===== src/sv/qvr_pkg.sv =====
`timescale 1ns / 1ps
`default_nettype none

package qvr_pkg;

    // default number format: Q1.14 in 16 bits
    localparam int COMPONENT_WIDTH = 16;
    localparam int FRACTION_BITS   = 14;

    // control that travels with each item down the pipe
    typedef struct packed {
        logic valid;
        logic sat;
    } t_ctl;

endpackage

`default_nettype wire


===== src/sv/qvr_sum_stage.sv =====
`timescale 1ns / 1ps
`default_nettype none

// Hamilton sign pattern over the cross products, round half up, saturate.
module qvr_sum_stage #(
    parameter int P_WIDTH         = 2 * qvr_pkg::COMPONENT_WIDTH,
    parameter int COMPONENT_WIDTH = qvr_pkg::COMPONENT_WIDTH,
    parameter int FRACTION_BITS   = qvr_pkg::FRACTION_BITS
) (
    input  wire                                 i_clk,
    input  wire                                 i_rst_n,
    input  wire logic signed [P_WIDTH-1:0]      i_p [4][4],
    input  wire qvr_pkg::t_ctl                  i_ctl,
    output logic signed [COMPONENT_WIDTH-1:0]   o_q [4],
    output qvr_pkg::t_ctl                       o_ctl
);

    localparam int S_WIDTH = P_WIDTH + 3;
    localparam logic signed [S_WIDTH-1:0] HALF = S_WIDTH'(1) << (FRACTION_BITS - 1);
    localparam logic signed [S_WIDTH-1:0] SMAX =
        (S_WIDTH'(1) << (COMPONENT_WIDTH - 1)) - S_WIDTH'(1);
    localparam logic signed [S_WIDTH-1:0] SMIN = -SMAX - S_WIDTH'(1);

    logic signed [S_WIDTH-1:0]         sum [4];
    logic signed [S_WIDTH-1:0]         rnd [4];
    logic signed [COMPONENT_WIDTH-1:0] n_q [4];
    logic                              n_sat;
    logic signed [COMPONENT_WIDTH-1:0] r_q [4];
    qvr_pkg::t_ctl                     r_ctl;

    always_comb begin
        sum[0] = S_WIDTH'(i_p[0][0]) - S_WIDTH'(i_p[1][1])
               - S_WIDTH'(i_p[2][2]) - S_WIDTH'(i_p[3][3]);
        sum[1] = S_WIDTH'(i_p[0][1]) + S_WIDTH'(i_p[1][0])
               + S_WIDTH'(i_p[2][3]) - S_WIDTH'(i_p[3][2]);
        sum[2] = S_WIDTH'(i_p[0][2]) - S_WIDTH'(i_p[1][3])
               + S_WIDTH'(i_p[2][0]) + S_WIDTH'(i_p[3][1]);
        sum[3] = S_WIDTH'(i_p[0][3]) + S_WIDTH'(i_p[1][2])
               - S_WIDTH'(i_p[2][1]) + S_WIDTH'(i_p[3][0]);
        n_sat  = i_ctl.sat;
        for (int k = 0; k < 4; k++) begin
            // floor shift after adding half an lsb
            rnd[k] = (sum[k] + HALF) >>> FRACTION_BITS;
            if (rnd[k] > SMAX) begin
                n_q[k] = SMAX[COMPONENT_WIDTH-1:0];
                n_sat  = 1'b1;
            end else if (rnd[k] < SMIN) begin
                n_q[k] = SMIN[COMPONENT_WIDTH-1:0];
                n_sat  = 1'b1;
            end else begin
                n_q[k] = rnd[k][COMPONENT_WIDTH-1:0];
            end
        end
    end

    always_ff @(posedge i_clk) begin
        if (!i_rst_n) begin
            r_ctl <= '0;
        end else begin
            r_ctl.valid <= i_ctl.valid;
            r_ctl.sat   <= n_sat & i_ctl.valid;
        end
    end

    always_ff @(posedge i_clk) begin
        r_q <= n_q;
    end

    assign o_q   = r_q;
    assign o_ctl = r_ctl;

endmodule

`default_nettype wire


===== config.mk =====
export PLATFORM = sky130hd
export DESIGN_NAME = qvr_sum_stage
export DESIGN_NICKNAME = d
export VERILOG_FILES = /design/src/sv/qvr_pkg.sv /design/src/sv/qvr_sum_stage.sv
export SDC_FILE = /design/constraint.sdc
export NUM_CORES = 1
export LEC_CHECK = 0
export BUFFER_PORTS_ARGS = -buffer_cell sky130_fd_sc_hd__clkbuf_2
export CAP_MARGIN = 30
export CELL_PAD_IN_SITES_DETAIL_PLACEMENT = 0
export CELL_PAD_IN_SITES_GLOBAL_PLACEMENT = 2
export CORE_MARGIN = 2
export CORE_UTILIZATION = 30
export CTS_CLUSTER_DIAMETER = 30
export DETAILED_ROUTE_END_ITERATION = 8
export GPL_TIMING_DRIVEN = 0
export PLACE_DENSITY = 0.93
export SETUP_SLACK_MARGIN = 0.3
export SLEW_MARGIN = 20
export SYNTH_ARGS = -nofsm -noshare
export SYNTH_HDL_FRONTEND = slang
export SYNTH_SLANG_ARGS = --single-unit

===== constraint.sdc =====
create_clock -name i_clk -period 7.95 [get_ports i_clk]
set_input_delay 0.795 -clock i_clk [delete_from_list [all_inputs] [get_ports i_clk]]
set_output_delay 0.795 -clock i_clk [all_outputs]
set_load 0.005 [all_outputs]

Word level (Yosys, flattened, before mapping)
Index checks and enable logic that the tools add are counted.
{"block": "totals", "register_bits": 66, "inputBits": 516}
{"block": "op_classes", "add_sub_neg": 16, "order_cmp": 8, "n_mux": 12, "bitwise": 1}
{"operator": "35-bit by 15-bit adder with 35-bit output, second input constant", "n": 4}
{"operator": "21-bit by 16-bit > comparator with 1-bit output, second input constant", "n": 4}
{"operator": "21-bit by 16-bit < comparator with 1-bit output, second input constant", "n": 4}
{"operator": "34-bit by 32-bit adder with 35-bit output", "n": 2}
{"operator": "34-bit by 32-bit subtractor with 35-bit output", "n": 2}
{"operator": "33-bit by 32-bit adder with 34-bit output", "n": 2}
{"operator": "33-bit by 32-bit subtractor with 34-bit output", "n": 2}
{"operator": "32-bit by 32-bit adder with 33-bit output", "n": 2}
{"operator": "32-bit by 32-bit subtractor with 33-bit output", "n": 2}
{"operator": "16-bit two-way mux", "n": 4}
{"operator": "1-bit two-way mux", "n": 8}
{"operator": "1-bit AND", "n": 1}

Longest topological paths before layout
Gate-level depths: netlist (run 1).
{"block": "logic_depth", "depth_word": 14, "mapped_depth": 19, "ltp_nobuf": 17}

Worst setup path before layout (run 1)
OpenSTA, ideal clock, no wires.
{"block": "synth_path", "path_type": "input -> register", "start": "input port i_p[78] (netlist name)", "end": "register r_ctl (netlist bit o_ctl[0])", "setup_ns": 0.134, "arrival_time_ns": 4.776, "required_ns": 7.816, "path_slack_ns": 3.040, "stages": 17, "n_path_buf": 1, "cell_sequence": "inv_1 > fa_1 > inv_1 > fa_1 > ha_1 > ha_1 > buf_6 > nand2_2 > and3_1 > a221o_1 > o311ai_4 > a31oi_1 > xor2_1 > or4_4 > o31a_1 > a2111oi_2 > a31oi_1"}
{"block": "synth_between", "elab_chain_len": 8, "elab_cells_between_ends": 9, "classes_between": "add/sub: 2; order compare: 2; mux: 4; bitwise: 1"}
{"item": "start: declaration", "line": "qvr_sum_stage.sv:12", "source": "input wire logic signed [P_WIDTH-1:0] i_p [4][4],"}
{"item": "34-bit by 32-bit adder with 35-bit output *", "line": "qvr_sum_stage.sv:37", "source": "+ S_WIDTH'(i_p[2][0]) + S_WIDTH'(i_p[3][1]);"}
{"item": "35-bit by 15-bit adder with 35-bit output *", "line": "qvr_sum_stage.sv:43", "source": "rnd[k] = (sum[k] + HALF) >>> FRACTION_BITS;"}
{"item": "21-bit by 16-bit < comparator with 1-bit output", "line": "qvr_sum_stage.sv:47", "source": "end else if (rnd[k] < SMIN) begin"}
{"item": "1-bit two-way mux", "line": "qvr_sum_stage.sv:47"}
{"item": "1-bit two-way mux *", "line": "qvr_sum_stage.sv:44", "source": "if (rnd[k] > SMAX) begin"}
{"item": "1-bit two-way mux *", "line": "qvr_sum_stage.sv:47"}
{"item": "1-bit two-way mux *", "line": "qvr_sum_stage.sv:44"}
{"item": "1-bit AND *", "line": "qvr_sum_stage.sv:61", "source": "r_ctl.sat <= n_sat & i_ctl.valid;"}
{"item": "end: declaration", "line": "qvr_sum_stage.sv:29", "source": "qvr_pkg::t_ctl r_ctl;"}
Every way passes the cells marked *; elsewhere a longest branch is shown, timed or not.
A chain may end at the register's enable or synchronous reset.

Final worst setup path (run 1)
{"block": "layout_path", "start": "input port i_p[27] (netlist name)", "end": "register r_q (netlist bit o_q[59])"}
{"block": "layout_between", "elab_chain_len": 4, "elab_cells_between_ends": 5, "classes_between": "add/sub: 2; order compare: 2; mux: 1"}
{"item": "34-bit by 32-bit subtractor with 35-bit output *", "line": "qvr_sum_stage.sv:33", "source": "- S_WIDTH'(i_p[2][2]) - S_WIDTH'(i_p[3][3]);"}
{"item": "35-bit by 15-bit adder with 35-bit output *", "line": "qvr_sum_stage.sv:43"}
{"item": "21-bit by 16-bit < comparator with 1-bit output", "line": "qvr_sum_stage.sv:47"}
{"item": "16-bit two-way mux", "line": "qvr_sum_stage.sv:47"}
{"item": "end signal: assignment", "line": "qvr_sum_stage.sv:66", "source": "r_q <= n_q;"}
{"item": "end: declaration", "line": "qvr_sum_stage.sv:28", "source": "logic signed [COMPONENT_WIDTH-1:0] r_q [4];"}
Marks and branches as above.

==> out/qor.yml, run 1 <==
status: "finished, final reports clean"
synth_fp_nets: 2856
wl_per_cell_um: 15.9
layout_common_cells: "582 x clkbuf_2, 457 x inv_1, 268 x ha_1, 252 x fa_1, 102 x a21oi_1"
antenna_left: 0
synth_cells: 1820
numCtsBuffers: 9
antenna_found_initial: 9
io-pin-count: 582
grt_usage_pct: 17.8
p_per_area_nw_per_um2: 264
register_area_sq_um: 1320
portBuffers: 581
post_cts_resized: 0
rows: 85
critPathMaxStageDelay_ns: 0.68
async_flop_share_pct: 0
max_slew.worst_pin.slew_ns: 0.785
relSlewSlack_pct: 47.0
num_vias: 14600
setup_tns_ns: 0
synthesis.area_sq_um: 16300
arrival_ns: 5.99
grt_pass1_wl_um: 78500
synthTopCellsByArea: "fa_1 31%, ha_1 21%, inv_1 10%"
n_fill_cell: 5547
overflow: 0
p_total_mw: 5.41
crit_type: "in2reg"
end_kind: "flip-flop"
nets: 3448
maxCapViolCount: 0
multi_input_area_sq_um: 13200
seq_area_frac_synth_pct: 8.09
fin_cells: 3119
p_leak_nw: 11.6
cts_tree: "built"
cp_slowest_cell: "nor4_1"
path_clk_slew_ns: 0.06
final.min_clock_period_ns: 5.77
clock_sink_count: 66
slew_violations: 0
root_buffer: "clkbuf_16"
critPathMaxFanout: 10
yosysTopAreaCell: "fa_1"
grt_pass1_vias: 15600
worstPathCellList: "clkbuf_2 > inv_1 > fa_1 > inv_1 > fa_1 > inv_1 > ha_1 > ha_1 > clkbuf_1 > nand4_1 > nor4_1 > o311a_1 > a211o_1 > or3_1 > a31oi_1 > xnor2_1 > a41oi_1 > clkbuf_1 > o21ai_0"
preCtsSetupSlack_ns: 1.77
setup_violations: 0
synth_seq_cells: 66
synth-edff-count: 0
synth_top_area_share_pct: 30.9
cts_hold_buf: 0
fp.dieArea_sq_um: 56400
critPathLaunchType: "input pin"
core_sq_um: 53800
cts_max_level: 3
worst_ep_required_time_ns: 8.17
critPathBufInv: 6
final_common_cell: "clkbuf_2"
dieWidth_um: 237
dpl.hpwl_um: 45900
final_hold_viol_count: 0
wl_um: 49500
irDropWorstVdd_v: 0.000120
whs_endpoint: "o_ctl[1]"
synth_area_per_cell_sq_um: 8.98
yosys_warnings: 0
yosys.cell_types.count: 79
syn2layout_area_growth_pct: 25.2
finalWorstSetupSlack_ns: 2.18
cts_buffer_depth: 2
first_pass_iters: 6
gp_congestion: 0.973
grt_max_degree: 13
initial_utilization_pct: 30.4
holdCritStartpoint: "i_rst_n"
cts_setup_buffers: 0
critPathMostFrequentCell: "inv_1"
post-place-cells: 3097
cp_top_family: "adder cells"
drive_gt1_share_pct: 26.2
max_freq_ghz: 0.173
hp-class: "in2reg"
vias_per_cell: 4.69
period_share_pct: 72.5
rsz0062_at_grt: "false"
drt_iter0_drc: 562
die_h_um: 237
synthFlopType: "dfxtp_1"
drc: 0
holdWs_ns: 0.718
holdPathStages: 3
==> sequential cells by signal, summed over array words and instances, names as in the netlist <==
register  flops
o_ctl         2
o_q          64
==> power by group <==
part	leakage (nW)	switching (mW)	internal [mW]
clock network	0.155	0.179	0.283
logic	10.9	2.50	1.87
registers	0.556	0.0506	0.531
total	11.6	2.73	2.68
==> logic make-up after synthesis <==
kind of cell | after synthesis | synth area share [%]
compound gates | 397 | 16.2
buf+inv | 485 | 11.3
simple gates | 275 | 8.90
fa+ha+maj | 520 | 51.4
flops | 66 | 8.09
mux | 2 | 0.123
xor+xnor | 75 | 4.07
==> per-layer routing <==
layer / up-vias / part of all wire, % / GRT usage (%)
met5: - / 0.054 / 0
met2: 420 / 49 / 31.1
met1: 6946 / 41 / 21.0
met4: 4 / 3.0 / 6.29
met3: 63 / 6.5 / 4.44
li1: 7182 / - / -
==> final cells by class <==
cell class	instances	area share (%)
clock inverters	6	0.434
multi-input cells	1269	64.4
inverters	457	8.38
flip-flops and latches	66	6.46
well taps	696	4.26
diodes	6	0.0734
repair buffers	581	14.2
plain buffers	28	0.605
clock buffers	10	1.17
==> how the worst max path moves through the flow <==
stage                       start       end  slack [ns]  cells past startpoint
after floorplan           i_p[78]  o_ctl[0]        3.04                     17
after global placement    i_p[85]  o_ctl[0]        1.84                     17
after detailed placement  i_p[85]  o_ctl[0]        1.77                     17
after CTS                 i_p[85]  o_ctl[0]        2.21                     17
after global routing      i_p[27]   o_q[59]        1.73                     19
final                     i_p[27]   o_q[59]        2.18                     19
==> through the flow <==
stage	util (%)	instance area [sq um]
2_1_floorplan	-	16300
3_3_place_gp	37.4	20100
3_5_place_dp	37.4	20100
4_1_cts	38.0	20400
5_1_grt	38.0	20500
6_report	38.0	20500
==> cell usage after synthesis (all sizes together), types with 21 or more instances <==
cell / n
a21oi: 104
nand4: 28
xor2: 31
clkbuf: 21
and3: 21
dfxtp: 66
xnor2: 44
inv: 457
a21o: 62
ha: 268
nor2: 46
o21ai: 98
fa: 252
nand2: 69
(Power assumes the default switching activity.)
==> inputs of run 2 (changes only) <==
--- a/config.mk
+++ b/config.mk
@@ -5,16 +5,17 @@
 export SDC_FILE = /design/constraint.sdc
 export NUM_CORES = 1
 export LEC_CHECK = 0
+export ABC_AREA = 1
 export BUFFER_PORTS_ARGS = -buffer_cell sky130_fd_sc_hd__clkbuf_2
 export CAP_MARGIN = 30
 export CELL_PAD_IN_SITES_DETAIL_PLACEMENT = 0
 export CELL_PAD_IN_SITES_GLOBAL_PLACEMENT = 2
 export CORE_MARGIN = 2
-export CORE_UTILIZATION = 30
+export CORE_UTILIZATION = 29
 export CTS_CLUSTER_DIAMETER = 30
 export DETAILED_ROUTE_END_ITERATION = 8
 export GPL_TIMING_DRIVEN = 0
-export PLACE_DENSITY = 0.93
+export PLACE_DENSITY = 0.94
 export SETUP_SLACK_MARGIN = 0.3
 export SLEW_MARGIN = 20
 export SYNTH_ARGS = -nofsm -noshare
==> constraint.sdc (replaced) <==
create_clock -name i_clk -period 5.6 [get_ports i_clk]
set_input_delay 0.56 -clock i_clk [delete_from_list [all_inputs] [get_ports i_clk]]
set_output_delay 0.56 -clock i_clk [all_outputs]
set_load 0.005 [all_outputs]
==> out/qor.yml, run 2 <==
post_cts_resized: 0
synth_common_cells: "685 x inv_1, 634 x nand2_1, 268 x ha_1, 252 x fa_1, 161 x nor2_1"
end_kind: "flip-flop"
synth_cells: 2565
hp-class: "in2reg"
setup_violations: 0
final_common_cell: "inv_1"
vias_per_cell: 4.26
p_per_area_nw_per_um2: 377
synth-edff-count: 0
p_total_mw: 8.51
synthesis.area_sq_um: 18300
wl_met3_um: 2530
numCtsBuffers: 9
grt_max_degree: 11
crit_type: "in2reg"
synth_fp_nets: 3601
crit_path_start: "i_p[31]"
dpl.hpwl_um: 51600
holdCritStartpoint: "i_ctl[1]"
irDropWorstVdd_v: 0.000180
root_buffer: "clkbuf_16"
drive_gt1_share_pct: 20.4
grt_pass1_wl_um: 89800
seq_area_frac_synth_pct: 7.21
dieWidth_um: 255
drc: 0
gp_congestion: 0.895
portBuffers: 581
maxCapViolCount: 0
arrival_ns: 4.77
critPathLaunchType: "input pin"
rsz0062_at_grt: "false"
holdWs_ns: 0.466
cts_buffer_depth: 2
period_share_pct: 80.5
relSlewSlack_pct: 63.2
setup_tns_ns: 0
yosys.cell_types.count: 46
cts_setup_buffers: 0
wl_per_cell_um: 13.8
initial_utilization_pct: 29.2
wl_met2_um: 27100
status: "finished, final reports clean"
worst_ep_required_time_ns: 5.86
core_sq_um: 62700
clock_sink_count: 66
nets: 4193
n_fill_cell: 6913
overflow: 0
drt_iter0_drc: 583
p_leak_nw: 13.5
num_vias: 17100
max_slew.worst_pin.slew_ns: 0.547
yosysTopAreaCell: "fa_1"
fp.dieArea_sq_um: 65200
synth_top_area_share_pct: 27.5
synth_area_per_cell_sq_um: 7.14
cts_max_level: 3
antenna_found_initial: 4
final.min_clock_period_ns: 4.51
critPathMaxFanout: 7
antenna_left: 0
highest_layer: "met5"
synth.most_common_cell: "inv_1"
first_pass_iters: 5
path_clk_slew_ns: 0.06
wl_met1_um: 24900
largest_reg_flops: 64
async_flop_share_pct: 0
synth_seq_cells: 66
slew_violations: 0
io-pin-count: 582
synthFlopType: "dfxtp_1"
grt_pass1_vias: 17900
layout_common_cells: "685 x inv_1, 634 x nand2_1, 581 x clkbuf_2, 268 x ha_1, 252 x fa_1"
die_h_um: 255
cp-endpoint: "o_ctl[0]"
rows: 92
cts_tree: "built"
grt_usage_pct: 17.1
synthTopCellsByArea: "fa_1 28%, ha_1 18%, inv_1 14%"
syn2layout_area_growth_pct: 23.3
final_hold_viol_count: 0
wl_um: 55300
cts_hold_buf: 0
max_freq_ghz: 0.222
yosys_warnings: 0
==> run 2: power by group <==
part,switching [mW],internal [mW]
Combinational,4.45,2.64
Sequential,0.0626,0.752
Clock,0.248,0.354
==> run 2: metrics by stage <==
step	setup WS, ns	area (sq um)	utilization [%]	std cells
final	1.09	22600	36.0	4010
after global routing	0.624	22600	36.0	4010
after CTS	0.936	22600	36.0	4007
after detailed placement	0.551	22300	35.5	3992
after global placement	0.480	22300	35.5	3992
after floorplan	1.85	18300	-	2565
==> run 2: cell type report <==
type / instances / area [sq um] / share of cell area, %
Antenna cell: 3 / 7.51 / 0.0332
Buffer: 8 / 65.1 / 0.288
Clock buffer: 12 / 246 / 1.09
Clock inverter: 3 / 40.0 / 0.177
Inverter: 689 / 2590 / 11.5
Multi-Input combinational cell: 1802 / 14400 / 63.5
Sequential cell: 66 / 1320 / 5.85
Tap cell: 846 / 1060 / 4.69
Timing Repair Buffer: 581 / 2910 / 12.9
==> run 2: worst min-delay path by stage <==
stage | slack (ns) | endpoint | depth (start not counted)
after floorplan | 0.67 | o_ctl[1] | 2
after global placement | 0.83 | o_ctl[1] | 3
after detailed placement | 0.84 | o_ctl[1] | 3
after CTS | 0.44 | o_ctl[1] | 3
after global routing | 0.45 | o_ctl[1] | 3
final | 0.47 | o_ctl[1] | 3
==> run 2: cells by family after synthesis <==
group           after synthesis  share of synthesized area (%)
compound gates              280                           8.62
fa+ha+maj                   520                           45.8
buf+inv                     697                           14.5
simple gates                941                           20.8
xor+xnor                     61                           3.02
flops                        66                           7.21
==> run 2: per-layer routing <==
metal / vias to the layer above / track usage [%]
met1: 7745 / 21.8
met3: 33 / 2.76
met5: - / 0
li1: 8937 / -
met2: 384 / 30.5
met4: 2 / 3.40
==> run 2: critical path, cell delays in order <==
cell      delay (ns)
clkbuf_2        0.09
fa_1            0.57
inv_1           0.08
fa_1            0.52
inv_1           0.05
ha_1            0.26
ha_1            0.37
inv_1           0.09
nor3_1          0.31
nand2_1         0.12
nor2_1          0.15
nand3_1         0.13
nand4_1         0.11
nand2_1         0.15
nand2_1         0.26
nand2_1         0.08
nor2_1          0.33
nand4_1         0.33
nand2_1         0.13
inv_1           0.05
==> inputs of run 3 (changes only) <==
--- a/config.mk
+++ b/config.mk
@@ -5,17 +5,17 @@
 export SDC_FILE = /design/constraint.sdc
 export NUM_CORES = 1
 export LEC_CHECK = 0
-export ABC_AREA = 1
+export ABC_AREA = 0
 export BUFFER_PORTS_ARGS = -buffer_cell sky130_fd_sc_hd__clkbuf_2
 export CAP_MARGIN = 30
 export CELL_PAD_IN_SITES_DETAIL_PLACEMENT = 0
 export CELL_PAD_IN_SITES_GLOBAL_PLACEMENT = 2
 export CORE_MARGIN = 2
-export CORE_UTILIZATION = 29
+export CORE_UTILIZATION = 27
 export CTS_CLUSTER_DIAMETER = 30
 export DETAILED_ROUTE_END_ITERATION = 8
 export GPL_TIMING_DRIVEN = 0
-export PLACE_DENSITY = 0.94
+export PLACE_DENSITY = 0.89
 export SETUP_SLACK_MARGIN = 0.3
 export SLEW_MARGIN = 20
 export SYNTH_ARGS = -nofsm -noshare
==> constraint.sdc (replaced) <==
create_clock -name i_clk -period 4.1 [get_ports i_clk]
set_input_delay 0.41 -clock i_clk [delete_from_list [all_inputs] [get_ports i_clk]]
set_output_delay 0.41 -clock i_clk [all_outputs]
set_load 0.005 [all_outputs]
==> out/qor.yml, run 3 (synthesized netlist as in run 1, its figures left out) <==
num_vias: 15000
drive_gt1_share_pct: 38.9
final_common_cell: "clkbuf_2"
wl_um: 54100
first_pass_iters: 5
overflow: 0
crit_type: "in2reg"
layout_common_cells: "574 x clkbuf_2, 433 x inv_1, 237 x fa_1, 195 x ha_1, 74 x a21oi_1"
holdWs_ns: 0.294
wl_per_cell_um: 16.5
core_sq_um: 60100
drt_iter0_drc: 556
clock_sink_count: 66
largest_reg_flops: 64
critPathBufInv: 3
cts_tree: "built"
grt_pass1_vias: 16100
final_hold_viol_count: 0
grt_usage_pct: 17.0
relSlewSlack_pct: 57.7
maxCapViolCount: 0
violations: "negative setup slack"
critPathMaxStageDelay_ns: 0.56
status: "complete, but fails checks"
grt_max_degree: 13
grt_pass1_wl_um: 83500
nets: 3514
hp-class: "in2reg"
critPathMaxFanout: 3
worst_ep_required_time_ns: 4.34
antenna_found_initial: 6
die_h_um: 250
setup_violations: 46
cp_slowest_cell: "fa_1"
preCtsSetupSlack_ns: -1.63
syn2layout_area_growth_pct: 42.5
end_kind: "flip-flop"
cts_max_level: 3
p_leak_nw: 12.2
irDropWorstVdd_v: 0.000271
slew_violations: 0
post-place-cells: 3183
critPathLaunchType: "input pin"
finalWorstSetupSlack_ns: -0.551
arrival_ns: 4.89
p_per_area_nw_per_um2: 594
drc: 0
path_clk_slew_ns: 0.07
period_share_pct: 113
max_freq_ghz: 0.215
io-pin-count: 582
rsz0062_at_grt: "true"
dieWidth_um: 250
fin_cells: 3270
cts_buffer_depth: 2
portBuffers: 581
numCtsBuffers: 9
fp.dieArea_sq_um: 62500
gp_congestion: 0.927
max_slew.worst_pin.slew_ns: 0.618
root_buffer: "clkbuf_16"
dpl.hpwl_um: 47700
final.min_clock_period_ns: 4.65
vias_per_cell: 4.59
rows: 90
initial_utilization_pct: 27.2
cp_top_family: "compound AO/OA/AOI/OAI gates"
worstPathCellList: "buf_6 > inv_2 > fa_1 > inv_2 > fa_1 > ha_1 > ha_1 > a41o_1 > a21oi_2 > o221ai_4 > a2111o_1 > a31o_4 > a221oi_4 > xor2_1 > nand4b_1 > a2111oi_4 > a31oi_1"
antenna_left: 0
-- run 3: cell count changes in the layout (fill, tap and decap cells not counted), moves of 28 or more --
cell     before  now
nor2_1      161   42
nand2_1     634   64
a21oi_1     133   74
ha_1        268  195
inv_1       685  433
a21o_1        8   60
o21ai_0      78   50
buf_4         0   51
ha_4          0   64
nand3_1      71   20
-- run 3: metal layers --
metal	routed length [um]	vias up	share of wire (%)	GRT usage, %
met5	39	-	0.072	0
met4	1080	6	2.0	4.31
met3	2940	59	5.4	3.70
met2	27900	424	52	30.9
met1	22200	7199	41	20.1
li1	-	7315	-	-
-- run 3: timing repair --
action	4_1_cts	5_1_grt
buffers inserted	42	21
gates resized for setup	126	187
setup endpoints to repair	65	64
pin swaps	76	99
hold buffers	0	0
cloned	2	1
-- run 3: area by class of cell --
type | count | area, sq um
diodes | 5 | 12.5
plain buffers | 28 | 278
clock buffers | 10 | 239
clock inverters | 6 | 65.1
fillers | 6101 | 36800
inverters | 457 | 1730
multi-input cells | 1269 | 15100
flip-flops and latches | 66 | 1320
well taps | 782 | 978
repair buffers | 647 | 3540
-- run 3: path summary, 6_finish.rpt --
path	start	end	slack [ns]	cells after the start
setup / recovery	i_p[98]	o_ctl[0]	-0.55	17
hold / removal	i_ctl[1]	o_ctl[1]	0.29	3
-- run 3: per-stage QoR --
stage                     util, %  TNS (ns)  instance area (sq um)  power (mW)
after floorplan                 -     -6.97                  16900        7.69
after global placement       34.5    -54.68                  20700        10.3
after detailed placement     34.5    -56.23                  20700        10.4
after CTS                    36.6    -13.05                  22000        12.6
after global routing         38.7    -19.99                  23300        15.1
final                        38.7    -11.83                  23300        13.8
-- run 3: where the power goes --
part | total [mW] | switching [mW] | leakage [nW] | internal, mW
clock network | 0.851 | 0.362 | 0.149 | 0.489
logic | 11.9 | 6.26 | 11.5 | 5.60
registers | 1.13 | 0.104 | 0.556 | 1.03
total | 13.8 | 6.72 | 12.2 | 7.12
